--- src/sv/swq_pkg.sv ---
`timescale 1ns / 1ps
// Shared types, codes and defaults for the semaphore wait queue table.
package swq_pkg;

   localparam int DEF_MAX_PROCESSES = 16;
   localparam int DEF_KEY_BITS      = 32;
   localparam int SEM_KEY_W         = 32;
   localparam int PROC_ID_W         = 4;

   typedef enum logic [1:0] {
      OP_BLOCK       = 2'd0,
      OP_REMOVE_HEAD = 2'd1,
      OP_REMOVE_PROC = 2'd2,
      OP_PEEK        = 2'd3
   } op_type;

   typedef enum logic [1:0] {
      ST_OK        = 2'd0,
      ST_FULL      = 2'd1,
      ST_NOT_FOUND = 2'd2
   } status_type;

   // Which value goes out as result_proc.
   typedef enum logic [1:0] {
      KIND_NONE = 2'd0,
      KIND_HEAD = 2'd1,
      KIND_PROC = 2'd2
   } rsp_kind_type;

   // Address select for the next-link memory read port.
   typedef enum logic [1:0] {
      NSEL_TAIL = 2'd0,
      NSEL_HEAD = 2'd1,
      NSEL_PROC = 2'd2
   } nsel_type;

   // Table update for the datapath to carry out.
   typedef enum logic [2:0] {
      WR_NONE        = 3'd0,
      WR_LINK1       = 3'd1,
      WR_LINK2       = 3'd2,
      WR_NEW         = 3'd3,
      WR_UNHEAD      = 3'd4,
      WR_UNLINK      = 3'd5,
      WR_UNLINK_TAIL = 3'd6,
      WR_FREE        = 3'd7
   } wr_type;

   typedef struct packed {
      op_type                 op;
      logic [SEM_KEY_W-1:0]   sem_key;
      logic [PROC_ID_W-1:0]   proc_id;
   } req_word_type;

   typedef struct packed {
      status_type             status;
      logic                   result_valid;
      logic [PROC_ID_W-1:0]   result_proc;
   } rsp_word_type;

   typedef struct packed {
      logic         load_req;
      logic         skey_load;
      logic         scan_cmp;
      logic         scan_inc;
      logic         hit;
      logic         h_load;
      logic         walk_clr;
      logic         walk_inc;
      nsel_type     nsel;
      wr_type       wr;
      logic         rsp_load;
      status_type   rsp_status;
      rsp_kind_type rsp_kind;
   } cmd_type;

   typedef struct packed {
      logic pid_bad;
      logic match;
      logic scan_last;
      logic free_any;
      logic h_eq_t;
      logic cur_is_p;
      logic cur_is_t;
      logic walk_last;
      logic p_is_t;
      logic nx_is_p;
   } stat_type;

endpackage

--- src/sv/swq_datapath.sv ---
`timescale 1ns / 1ps
// Datapath: descriptor and link memories, working registers, response register.
module swq_datapath #(
   parameter int MAX_PROCESSES = swq_pkg::DEF_MAX_PROCESSES,
   parameter int KEY_BITS      = swq_pkg::DEF_KEY_BITS
) (
   input  logic                  clock,
   input  logic                  reset,
   input  swq_pkg::req_word_type req_data,
   input  swq_pkg::cmd_type      cmd,
   output swq_pkg::stat_type     stat,
   output swq_pkg::rsp_word_type rsp_data
);

   localparam int IW = $clog2(MAX_PROCESSES);

   // memories
   logic [KEY_BITS-1:0] dkey_mem  [MAX_PROCESSES];
   logic [IW-1:0]       dtail_mem [MAX_PROCESSES];
   logic [IW-1:0]       pnext_mem [MAX_PROCESSES];
   logic [IW-1:0]       pprev_mem [MAX_PROCESSES];
   logic [KEY_BITS-1:0] pkey_mem  [MAX_PROCESSES];

   logic [MAX_PROCESSES-1:0] in_use_ff, in_use_in;

   // working registers
   logic [swq_pkg::PROC_ID_W-1:0] pid_ff;
   logic [KEY_BITS-1:0]          skey_ff;
   logic [IW-1:0]                cnt_ff, d_ff, t_ff, h_ff, free_ff, walk_ff;
   logic                         free_found_ff;

   // registered read data
   logic [KEY_BITS-1:0] dkey_rd_ff, pkey_rd_ff;
   logic [IW-1:0]       dtail_rd_ff, pnext_rd_ff, pprev_rd_ff;

   swq_pkg::rsp_word_type rsp_ff;

   logic [IW-1:0] p_idx, n_raddr;

   // write ports
   logic                dkey_we, dtail_we, pnext_we, pprev_we, pkey_we;
   logic [IW-1:0]       dkey_wa, dtail_wa, pnext_wa, pprev_wa;
   logic [KEY_BITS-1:0] dkey_wd;
   logic [IW-1:0]       dtail_wd, pnext_wd, pprev_wd;

   assign p_idx = IW'(pid_ff);

   always_comb begin
      case (cmd.nsel)
         swq_pkg::NSEL_TAIL: n_raddr = t_ff;
         swq_pkg::NSEL_HEAD: n_raddr = h_ff;
         swq_pkg::NSEL_PROC: n_raddr = p_idx;
         default:            n_raddr = t_ff;
      endcase
   end

   // status toward the controller
   always_comb begin
      stat.pid_bad   = 32'(req_data.proc_id) >= 32'(MAX_PROCESSES);
      stat.match     = in_use_ff[cnt_ff] && (dkey_rd_ff == skey_ff);
      stat.scan_last = cnt_ff == IW'(MAX_PROCESSES - 1);
      stat.free_any  = free_found_ff || !in_use_ff[cnt_ff];
      stat.h_eq_t    = pnext_rd_ff == t_ff;
      stat.cur_is_p  = h_ff == p_idx;
      stat.cur_is_t  = h_ff == t_ff;
      stat.walk_last = walk_ff == IW'(MAX_PROCESSES - 1);
      stat.p_is_t    = p_idx == t_ff;
      stat.nx_is_p   = pnext_rd_ff == p_idx;
   end

   // decode of the table update
   always_comb begin
      dkey_we  = 1'b0;  dkey_wa  = free_ff; dkey_wd  = skey_ff;
      dtail_we = 1'b0;  dtail_wa = d_ff;    dtail_wd = p_idx;
      pnext_we = 1'b0;  pnext_wa = p_idx;   pnext_wd = p_idx;
      pprev_we = 1'b0;  pprev_wa = p_idx;   pprev_wd = p_idx;
      pkey_we  = 1'b0;
      in_use_in = in_use_ff;
      unique case (cmd.wr)
         swq_pkg::WR_NONE: begin
         end
         swq_pkg::WR_LINK1: begin
            pprev_we = 1'b1; pprev_wa = h_ff;
            pnext_we = 1'b1; pnext_wd = h_ff;
         end
         swq_pkg::WR_LINK2: begin
            pprev_we = 1'b1; pprev_wd = t_ff;
            pnext_we = 1'b1; pnext_wa = t_ff;
            dtail_we = 1'b1;
            pkey_we  = 1'b1;
         end
         swq_pkg::WR_NEW: begin
            in_use_in[free_ff] = 1'b1;
            dkey_we  = 1'b1;
            dtail_we = 1'b1; dtail_wa = free_ff;
            pkey_we  = 1'b1;
            pnext_we = 1'b1;
            pprev_we = 1'b1;
         end
         swq_pkg::WR_UNHEAD: begin
            pnext_we = 1'b1; pnext_wa = t_ff;        pnext_wd = pnext_rd_ff;
            pprev_we = 1'b1; pprev_wa = pnext_rd_ff; pprev_wd = t_ff;
         end
         swq_pkg::WR_UNLINK, swq_pkg::WR_UNLINK_TAIL: begin
            pnext_we = 1'b1; pnext_wa = pprev_rd_ff; pnext_wd = pnext_rd_ff;
            pprev_we = 1'b1; pprev_wa = pnext_rd_ff; pprev_wd = pprev_rd_ff;
            dtail_we = cmd.wr == swq_pkg::WR_UNLINK_TAIL;
            dtail_wd = pprev_rd_ff;
         end
         swq_pkg::WR_FREE: begin
            in_use_in[d_ff] = 1'b0;
         end
         default: begin
         end
      endcase
   end

   // memories: one write and one registered read each
   always_ff @(posedge clock) begin
      if (dkey_we)  dkey_mem[dkey_wa]   <= dkey_wd;
      if (dtail_we) dtail_mem[dtail_wa] <= dtail_wd;
      if (pnext_we) pnext_mem[pnext_wa] <= pnext_wd;
      if (pprev_we) pprev_mem[pprev_wa] <= pprev_wd;
      if (pkey_we)  pkey_mem[p_idx]     <= skey_ff;
      dkey_rd_ff  <= dkey_mem[cnt_ff];
      dtail_rd_ff <= dtail_mem[cnt_ff];
      pnext_rd_ff <= pnext_mem[n_raddr];
      pprev_rd_ff <= pprev_mem[p_idx];
      pkey_rd_ff  <= pkey_mem[p_idx];
   end

   always_ff @(posedge clock) begin
      if (reset) begin
         in_use_ff <= '0;
      end else begin
         in_use_ff <= in_use_in;
      end
   end

   // working registers
   always_ff @(posedge clock) begin
      if (cmd.load_req) begin
         pid_ff        <= req_data.proc_id;
         skey_ff       <= KEY_BITS'(req_data.sem_key);
         cnt_ff        <= '0;
         free_found_ff <= 1'b0;
      end
      if (cmd.skey_load) skey_ff <= pkey_rd_ff;
      if (cmd.scan_cmp && !free_found_ff && !in_use_ff[cnt_ff]) begin
         free_ff       <= cnt_ff;
         free_found_ff <= 1'b1;
      end
      if (cmd.scan_inc) cnt_ff <= cnt_ff + 1'b1;
      if (cmd.hit) begin
         d_ff <= cnt_ff;
         t_ff <= dtail_rd_ff;
      end
      if (cmd.h_load)   h_ff <= pnext_rd_ff;
      if (cmd.walk_clr) walk_ff <= '0;
      if (cmd.walk_inc) walk_ff <= walk_ff + 1'b1;
      if (cmd.rsp_load) begin
         rsp_ff.status <= cmd.rsp_status;
         case (cmd.rsp_kind)
            swq_pkg::KIND_HEAD: begin
               rsp_ff.result_valid <= 1'b1;
               rsp_ff.result_proc  <= swq_pkg::PROC_ID_W'(h_ff);
            end
            swq_pkg::KIND_PROC: begin
               rsp_ff.result_valid <= 1'b1;
               rsp_ff.result_proc  <= pid_ff;
            end
            default: begin
               rsp_ff.result_valid <= 1'b0;
               rsp_ff.result_proc  <= '0;
            end
         endcase
      end
   end

   assign rsp_data = rsp_ff;

endmodule

--- src/sv/swq_control.sv ---
`timescale 1ns / 1ps
// Controller state machine: sequences lookup, link walk and updates per op.
module swq_control (
   input  logic              clock,
   input  logic              reset,
   input  logic              req_valid,
   input  swq_pkg::op_type   req_op,
   output logic              req_stall,
   output logic              rsp_valid,
   input  logic              rsp_stall,
   input  swq_pkg::stat_type stat,
   output swq_pkg::cmd_type  cmd
);

   typedef enum logic [17:0] {
      S_IDLE   = 18'h00001,
      S_PKEY   = 18'h00002,
      S_PKEYLD = 18'h00004,
      S_SRD    = 18'h00008,
      S_SCMP   = 18'h00010,
      S_HRD    = 18'h00020,
      S_HLD    = 18'h00040,
      S_LNK1   = 18'h00080,
      S_LNK2   = 18'h00100,
      S_NEW    = 18'h00200,
      S_NRD    = 18'h00400,
      S_NLD    = 18'h00800,
      S_WCHK   = 18'h01000,
      S_WRD    = 18'h02000,
      S_WLD    = 18'h04000,
      S_PRD    = 18'h08000,
      S_PLD    = 18'h10000,
      S_RESP   = 18'h20000
   } state_type;

   state_type             state_ff, state_in;
   swq_pkg::op_type       op_ff, op_in;
   swq_pkg::status_type   st_ff, st_in;
   swq_pkg::rsp_kind_type kind_ff, kind_in;
   logic                  rsp_valid_ff, rsp_valid_in;

   always_comb begin
      state_in     = state_ff;
      op_in        = op_ff;
      st_in        = st_ff;
      kind_in      = kind_ff;
      rsp_valid_in = rsp_valid_ff && rsp_stall;
      cmd          = '0;
      cmd.nsel     = swq_pkg::NSEL_TAIL;
      cmd.wr       = swq_pkg::WR_NONE;
      cmd.rsp_status = st_ff;
      cmd.rsp_kind   = kind_ff;
      req_stall    = 1'b1;
      unique case (state_ff)
         S_IDLE: begin
            req_stall = 1'b0;
            if (req_valid) begin
               cmd.load_req = 1'b1;
               op_in        = req_op;
               if ((req_op == swq_pkg::OP_BLOCK || req_op == swq_pkg::OP_REMOVE_PROC)
                   && stat.pid_bad) begin
                  st_in    = swq_pkg::ST_NOT_FOUND;
                  kind_in  = swq_pkg::KIND_NONE;
                  state_in = S_RESP;
               end else if (req_op == swq_pkg::OP_REMOVE_PROC) begin
                  state_in = S_PKEY;
               end else begin
                  state_in = S_SRD;
               end
            end
         end
         S_PKEY:   state_in = S_PKEYLD;
         S_PKEYLD: begin
            cmd.skey_load = 1'b1;
            state_in      = S_SRD;
         end
         S_SRD:    state_in = S_SCMP;
         S_SCMP: begin
            cmd.scan_cmp = 1'b1;
            if (stat.match) begin
               cmd.hit  = 1'b1;
               state_in = S_HRD;
            end else if (stat.scan_last) begin
               kind_in = swq_pkg::KIND_NONE;
               if (op_ff == swq_pkg::OP_BLOCK && stat.free_any) begin
                  state_in = S_NEW;
               end else begin
                  st_in    = (op_ff == swq_pkg::OP_BLOCK) ? swq_pkg::ST_FULL
                                                           : swq_pkg::ST_NOT_FOUND;
                  state_in = S_RESP;
               end
            end else begin
               cmd.scan_inc = 1'b1;
               state_in     = S_SRD;
            end
         end
         S_HRD: begin
            cmd.nsel = swq_pkg::NSEL_TAIL;
            state_in = S_HLD;
         end
         S_HLD: begin
            cmd.h_load = 1'b1;
            st_in      = swq_pkg::ST_OK;
            kind_in    = swq_pkg::KIND_HEAD;
            unique case (op_ff)
               swq_pkg::OP_BLOCK: state_in = S_LNK1;
               swq_pkg::OP_PEEK:  state_in = S_RESP;
               swq_pkg::OP_REMOVE_HEAD: begin
                  if (stat.h_eq_t) begin
                     cmd.wr   = swq_pkg::WR_FREE;
                     state_in = S_RESP;
                  end else begin
                     state_in = S_NRD;
                  end
               end
               swq_pkg::OP_REMOVE_PROC: begin
                  cmd.walk_clr = 1'b1;
                  state_in     = S_WCHK;
               end
               default: state_in = S_IDLE;
            endcase
         end
         S_LNK1: begin
            cmd.wr   = swq_pkg::WR_LINK1;
            state_in = S_LNK2;
         end
         S_LNK2: begin
            cmd.wr   = swq_pkg::WR_LINK2;
            st_in    = swq_pkg::ST_OK;
            kind_in  = swq_pkg::KIND_NONE;
            state_in = S_RESP;
         end
         S_NEW: begin
            cmd.wr   = swq_pkg::WR_NEW;
            st_in    = swq_pkg::ST_OK;
            state_in = S_RESP;
         end
         S_NRD: begin
            cmd.nsel = swq_pkg::NSEL_HEAD;
            state_in = S_NLD;
         end
         S_NLD: begin
            cmd.wr   = swq_pkg::WR_UNHEAD;
            state_in = S_RESP;
         end
         S_WCHK: begin
            if (stat.cur_is_p) begin
               state_in = S_PRD;
            end else if (stat.cur_is_t || stat.walk_last) begin
               st_in    = swq_pkg::ST_NOT_FOUND;
               kind_in  = swq_pkg::KIND_NONE;
               state_in = S_RESP;
            end else begin
               state_in = S_WRD;
            end
         end
         S_WRD: begin
            cmd.nsel = swq_pkg::NSEL_HEAD;
            state_in = S_WLD;
         end
         S_WLD: begin
            cmd.h_load   = 1'b1;
            cmd.walk_inc = 1'b1;
            state_in     = S_WCHK;
         end
         S_PRD: begin
            cmd.nsel = swq_pkg::NSEL_PROC;
            state_in = S_PLD;
         end
         S_PLD: begin
            if (stat.p_is_t && stat.nx_is_p) cmd.wr = swq_pkg::WR_FREE;
            else if (stat.p_is_t)            cmd.wr = swq_pkg::WR_UNLINK_TAIL;
            else                             cmd.wr = swq_pkg::WR_UNLINK;
            st_in    = swq_pkg::ST_OK;
            kind_in  = swq_pkg::KIND_PROC;
            state_in = S_RESP;
         end
         S_RESP: begin
            if (!rsp_valid_ff || !rsp_stall) begin
               cmd.rsp_load = 1'b1;
               rsp_valid_in = 1'b1;
               state_in     = S_IDLE;
            end
         end
         default: state_in = S_IDLE;
      endcase
   end

   always_ff @(posedge clock) begin
      if (reset) begin
         state_ff     <= S_IDLE;
         rsp_valid_ff <= 1'b0;
      end else begin
         state_ff     <= state_in;
         rsp_valid_ff <= rsp_valid_in;
      end
   end

   always_ff @(posedge clock) begin
      op_ff   <= op_in;
      st_ff   <= st_in;
      kind_ff <= kind_in;
   end

   assign rsp_valid = rsp_valid_ff;

endmodule

--- src/sv/semaphore_wait_queue_table.sv ---
`timescale 1ns / 1ps
// Semaphore wait queue table: a pool of MAX_PROCESSES descriptors, each a
// keyed FIFO of blocked process ids, served one request word at a time.
// Each request word gives exactly one response word. Timing is data dependent:
// the key lookup walks the descriptor table in index order, with one
// registered read of the key memory and one compare per descriptor visited,
// and stops at a hit or runs through every descriptor on a miss. After that,
// block links the process in when the key already has a descriptor or takes
// a free one, peek and remove-head read the queue head, and remove-named
// reads the process's key before the lookup and walks the queue links after
// a hit until the process is met. The response register is then loaded. A
// process index out of range on block or remove-named goes straight to the
// response. A new request is taken in the cycle after a response is
// registered, even while that response is still stalled.
module semaphore_wait_queue_table #(
   parameter int MAX_PROCESSES = swq_pkg::DEF_MAX_PROCESSES,
   parameter int KEY_BITS      = swq_pkg::DEF_KEY_BITS
) (
   input  logic                  clock,
   input  logic                  reset,
   input  logic                  req_valid,
   output logic                  req_stall,
   input  swq_pkg::req_word_type req_data,
   output logic                  rsp_valid,
   input  logic                  rsp_stall,
   output swq_pkg::rsp_word_type rsp_data
);

   // command and status between controller and datapath
   swq_pkg::cmd_type  cmd;
   swq_pkg::stat_type stat;

   swq_control u_control (
      .clock     (clock),
      .reset     (reset),
      .req_valid (req_valid),
      .req_op    (req_data.op),
      .req_stall (req_stall),
      .rsp_valid (rsp_valid),
      .rsp_stall (rsp_stall),
      .stat      (stat),
      .cmd       (cmd)
   );

   swq_datapath #(
      .MAX_PROCESSES (MAX_PROCESSES),
      .KEY_BITS      (KEY_BITS)
   ) u_datapath (
      .clock    (clock),
      .reset    (reset),
      .req_data (req_data),
      .cmd      (cmd),
      .stat     (stat),
      .rsp_data (rsp_data)
   );

endmodule

--- config.mk ---
export PLATFORM = sky130hd
export DESIGN_NAME = semaphore_wait_queue_table
export DESIGN_NICKNAME = d
export VERILOG_FILES = /design/src/sv/swq_pkg.sv /design/src/sv/swq_datapath.sv /design/src/sv/swq_control.sv /design/src/sv/semaphore_wait_queue_table.sv
export SDC_FILE = /design/constraint.sdc
export NUM_CORES = 2
export LEC_CHECK = 0
export BUFFER_PORTS_ARGS = -buffer_cell sky130_fd_sc_hd__buf_2
export CAP_MARGIN = 30
export CELL_PAD_IN_SITES_DETAIL_PLACEMENT = 1
export CELL_PAD_IN_SITES_GLOBAL_PLACEMENT = 1
export CORE_MARGIN = 5
export CORE_UTILIZATION = 56
export CTS_BUF_LIST = sky130_fd_sc_hd__clkbuf_8 sky130_fd_sc_hd__clkbuf_16
export DETAILED_ROUTE_END_ITERATION = 8
export PLACE_DENSITY_LB_ADDON = 0.1
export SETUP_SLACK_MARGIN = 0.2
export SYNTH_ARGS = -nofsm -noshare
export SYNTH_HDL_FRONTEND = slang
export SYNTH_HIERARCHICAL = 1
export SYNTH_SLANG_ARGS = --single-unit
--- constraint.sdc ---
create_clock -name clock -period 7 [get_ports clock]
set_input_delay 0.7 -clock clock [delete_from_list [all_inputs] [get_ports clock]]
set_output_delay 0.7 -clock clock [all_outputs]
set_load 0.03 [all_outputs]
# ---- Word-level counts from Yosys, hierarchy flattened
# Memories as Yosys holds them, arrays and structs flattened. A register that Yosys moved wholly into a read port is not among the register bits.
# Cells that the tools add are included.
# W data, S select, Z words.
dict set report op_classes {
  add_sub_neg 2
  n_reduce_logical 35
  eq_ne 48
  bitwise_logic 3
  n_mux 76
  n_lt_le_gt_ge 5
}
# operator count
set op_table {}
lappend op_table {{$pmux W18 S15} 1}
lappend op_table {{$mux W18} 8}
lappend op_table {{$pmux W18 S4} 1}
lappend op_table {{$mux W32} 2}
lappend op_table {{$eq A32 B32 Y1} 1}
lappend op_table {{$pmux W16 S2} 1}
lappend op_table {{$mux W1} 29}
lappend op_table {{$mux W4} 7}
lappend op_table {{$pmux W4 S2} 3}
lappend op_table {{$mux W2} 11}
lappend op_table {{$eq A4 B4 Y1} 5}
lappend op_table {{$eq A18 B1 Y1 const B} 1}
lappend op_table {{$eq A18 B10 Y1 const B} 1}
lappend op_table {{$eq A18 B11 Y1 const B} 1}
lappend op_table {{$eq A18 B12 Y1 const B} 1}
lappend op_table {{$eq A18 B13 Y1 const B} 1}
lappend op_table {{$eq A18 B14 Y1 const B} 1}
lappend op_table {{$eq A18 B15 Y1 const B} 1}
lappend op_table {{$eq A18 B16 Y1 const B} 1}
lappend op_table {{$eq A18 B17 Y1 const B} 1}
lappend op_table {{$eq A18 B18 Y1 const B} 1}
lappend op_table {{$eq A18 B2 Y1 const B} 1}
lappend op_table {{$eq A18 B3 Y1 const B} 1}
lappend op_table {{$eq A18 B4 Y1 const B} 1}
lappend op_table {{other kinds (42)} 87}
dict set report word_totals {
  n_memories 5
  mem_bits_rw 1216
  output_inout_bits 9
  inputBits 42
  register_bits 109
}
# memory words width rd rd_ports_with_merged_regs wr line_no
set mem_list {}
lappend mem_list {u_datapath.dkey_mem 16 32 1 1 1 swq_datapath.sv:18} ;# logic [KEY_BITS-1:0] dkey_mem [MAX_PROCESSES];
lappend mem_list {u_datapath.pkey_mem 16 32 1 1 1 swq_datapath.sv:22} ;# logic [KEY_BITS-1:0] pkey_mem [MAX_PROCESSES];
lappend mem_list {u_datapath.dtail_mem 16 4 1 1 1 swq_datapath.sv:19} ;# logic [IW-1:0] dtail_mem [MAX_PROCESSES];
lappend mem_list {u_datapath.pnext_mem 16 4 1 1 1 swq_datapath.sv:20} ;# logic [IW-1:0] pnext_mem [MAX_PROCESSES];
lappend mem_list {u_datapath.pprev_mem 16 4 1 1 1 swq_datapath.sv:21} ;# logic [IW-1:0] pprev_mem [MAX_PROCESSES];

# ---- Logic depth before layout (Yosys ltp)
dict set report depth {
  depth_word 9
  mapped_depth 15
  ltp_nobuf 12
}

# ---- Hierarchy
# Netlist, hierarchy kept.
# mod cells_each area_per_inst_um2 seq_area_each_um2 instances
set modules_own_cells {}
lappend modules_own_cells {swq_datapath 2379 52731.8 40388.7 1}
lappend modules_own_cells {swq_control 172 1531.5 560.5 1}

# ---- Worst setup path before layout
# OpenSTA, ideal clock, no wires.
dict set report synth_timing {
  kind {reg2reg}
  startpoint {register u_control.state_ff[9]}
  endpoint {memory u_datapath/pkey_mem[1][0] (netlist name), enable pin}
  path_stages_with_launch 14
  arrival_time_ns 4.692
  path_slack_ns 1.847
  setup_time_ns 0.461
  required_time_ns 6.539
  cell_sequence {dfxtp_1 buf_6 nor4_2 nand3_1 or2_2 inv_2 and4b_1 a211o_1 buf_2 buf_2 buf_2 nor2b_1 nand2_1 nor3_1}
}
# element line_no
set synth_rtl {}
lappend synth_rtl {{start, declared} swq_control.sv:36} ;# state_type state_ff, state_in;
lappend synth_rtl {{start signal, assigned} swq_control.sv:194} ;# state_ff <= state_in;
lappend synth_rtl {{end, declared} swq_datapath.sv:22}

==> results_dict.tcl <==
set metrics [dict create \
    status "finished clean" \
    via_count 26100 \
    post_cts_buffers 0 \
    layout_min_cycle_time_ns 4.85 \
    layout.nets 2760 \
    coreArea_sq_um 96400 \
    syn_inst 2551 \
    grt_pass1_wl_microns 190000 \
    root_buffer "clkbuf_16" \
    critPathArrivalTime_ns 5.26 \
    worstMarginPinSlew_ns 1.04 \
    start_util_pct 56.3 \
    synthArstFlopShare_pct 0 \
    synth_top_family_by_area "multiplexers" \
    vdd_drop_max_uv 274 \
    fmax_mhz 206 \
    die_w_microns 321 \
    routed_via_density 6.37 \
    drv_slew 0 \
    grt-ovfl-total 0 \
    antenna_found_initial 3 \
    powerDensity_nw_per_um2 302 \
    synth-compound-area-share_pct 1.78 \
    synth_edf_count 1289 \
    yosysWarningCount 6 \
    cell_internal_pwr_mw 14.4 \
    clock_latency_ns 0.74 \
    cts_resized 0 \
    slew_headroom_pct 30.5 \
    power_frac_clock_pct 40.3 \
    cts_tree "built" \
    hold_viol_final 0 \
    grt_usage_pct 25.3 \
    p_leak_nw 19.9 \
    drive_gt1_share_pct 26.2 \
    drc 0 \
    ys.flop_type "edfxtp_1" \
    yosysTopAreaCell "edfxtp_1" \
    synthTopCellsByArea "edfxtp_1 (71%), mux4_2 (12%), dfxtp_1 (4.1%)" \
    h-tree-depth 4 \
    diodes 0 \
    setup_violations 0 \
    synth_top_area_share_pct 71.3 \
    dieArea_sq_um 103000 \
    place.gp.congestion 0.870 \
    port_buffers 50 \
    wl_microns 128000 \
    postSynthAreaPerCell_sq_um 21.3 \
    final_cell_count_no_fill 4102 \
    grt_max_degree 155 \
    synth_area_sq_um 54300 \
    synthAdderAreaFrac_pct 0.138 \
    maxCapViolCount 0 \
    synth-simple-area-share_pct 3.44 \
    routedWlPerCell_microns 31.3 \
    place_inst 3841 \
    place_hpwl_microns 71900 \
    sequentialPowerShare_pct 51.7 \
    drt_iter0_drc 2850 \
    crit_fanout 25 \
    clk_pin_slew_ns 0.06 \
    finalClockSkew_ns 0.0221 \
    numCtsBuffers 142 \
    cts_buffer_depth 3 \
    cts.sinks 1401 \
    period_share_pct 69.3 \
    sw_frac_of_total_pct 21.8 \
    required_ns 7.41 \
    startpoint_type "flip-flop" \
    grt_pass1_vias 27700 \
    synth_xor_area_share_pct 1.05 \
    pwr-share-comb_pct 8.1 \
    ys_seq_area_share_pct 75.5 \
    hp-class "input port to flip-flop" \
    num_rows 114 \
    first_pass_iters 5 \
    postCtsHoldBufs 0 \
    critical_path_class "flip-flop to flip-flop" \
    muxShareOfSynthArea_pct 16.5 \
    rsz0062_at_grt "false" \
    io_pins 51 \
    area_growth_pct 12.4 \
    die_y_microns 321 \
    end_kind "flip-flop" \
    postRouteAntennaNets 0 \
    synth_nets 2599 \
    tns_ns 0 \
    ys_ff_latch 1401 \
    yosysUniqueCellTypes 71 \
    p_sw_mw 4.03 \
    power.total_mw 18.4 \
]
==> layout by cell type, fill, tap and decap left out, types with 20 or more instances in the layout <==
master     instances
dfxtp_1          112
buf_2             50
a22oi_1           25
nor3_1            20
xor2_1            60
a21oi_1           40
clkinv_2          22
mux2_2            39
inv_1             60
o21ai_0           30
nor4_1            21
nand2_1          100
edfxtp_1        1289
buf_4             80
mux4_2           291
nor2_1            80
clkbuf_16        146
mux4_1            73
==> through the flow <==
step / util (%) / instance area, sq um / setup WS [ns] / hold WS [ns]
6_report: 63.2 / 61000 / 2.15 / 0.149
5_1_grt: 63.2 / 61000 / 1.82 / 0.121
4_1_cts: 63.2 / 60900 / 2.23 / 0.100
3_5_place_dp: 58.4 / 56300 / 2.25 / 0.458
3_3_place_gp: 58.3 / 56200 / 2.51 / 0.451
2_1_floorplan: - / 54300 / 1.85 / 0.386
==> power by group through the flow <==
stage                     Sequential [mW]  Combinational [mW]  Clock, mW
after global routing                 9.53                1.58       7.99
final                                9.53                1.49       7.42
after detailed placement             9.71                1.49          0
after CTS                            9.53                1.50       7.57
after floorplan                      9.76               0.926          0
after global placement               9.71                1.43          0
==> final cells by class <==
cell class	instances	area (sq um)
repair buffers	144	1140
clock inverters	96	727
fillers	7842	35400
flip-flops and latches	1401	40900
inverters	32	120
multi-input cells	991	12600
clock buffers	162	3870
well taps	1276	1600
==> synthesized netlist by cell type (25+ instances only) <==
| master | count |
|---|---|
| a22oi_1 | 25 |
| xor2_1 | 60 |
| nor2_1 | 93 |
| a21oi_1 | 40 |
| o21ai_0 | 30 |
| clkbuf_1 | 61 |
| buf_2 | 31 |
| nand2_1 | 100 |
| mux2_2 | 39 |
| mux4_2 | 291 |
| mux4_1 | 73 |
| dfxtp_1 | 112 |
| inv_1 | 31 |
| edfxtp_1 | 1289 |
==> final timing paths <==
check	start	to	slack, ns	cells past startpoint
worst max-delay path	u_control/state_ff[0]	u_datapath/dkey_mem[4][25]	2.15	11
worst min-delay path	req_data[2]	u_datapath/p_idx[2]	0.15	1
worst max register to register	u_control/state_ff[0]	u_datapath/dkey_mem[4][25]	2.15	11
worst min register to register	u_datapath/dtail_rd_ff[1]	u_datapath/t_ff[1]	0.45	0
==> registers in the layout, indices dropped and copies added (netlist names), 7 cells and up <==
name and count:
u_datapath/dkey_mem 512, u_datapath/rsp_data 7, u_datapath/dtail_mem 64, u_datapath/dkey_rd_ff 32, u_datapath/pkey_rd_ff 32, u_datapath/pnext_mem 64, u_datapath/pprev_mem 64, u_datapath/in_use_ff 16
u_datapath/dkey_wd 32, u_control/state_ff 18, u_datapath/pkey_mem 512
==> cell families (layout without fill, tap and decap cells) <==
family / Yosys count / in the layout
adders and majority gates: 6 / 6
and+or+nand+nor: 362 / 362
buffers and inverters: 159 / 434
muxes: 409 / 409
other: 1 / 1
DFF: 1401 / 1401
AOI/OAI and AO/OA: 148 / 148
xor gates and xnor gates: 65 / 65
==> worst max-delay path, stage by stage, from the launching register on <==
cell      delay, ns
dfxtp_1        0.38
nor4_2         0.64
nand4b_1       0.19
or2_2          0.34
inv_2          0.12
and4b_1        0.25
a211o_1        0.66
nand2_2        0.27
nor3_1         0.50
nand2_1        0.18
inv_2          0.55
buf_4          0.41
==> layer usage <==
layer	up-vias	track usage, %	routed length, microns
met5	-	0	0
met4	0	6.90	2980
met3	188	4.50	8310
met2	952	41.2	64300
met1	14100	36.2	52800
li1	10900	-	-
Note: power is estimated with default switching activity, not from simulation.
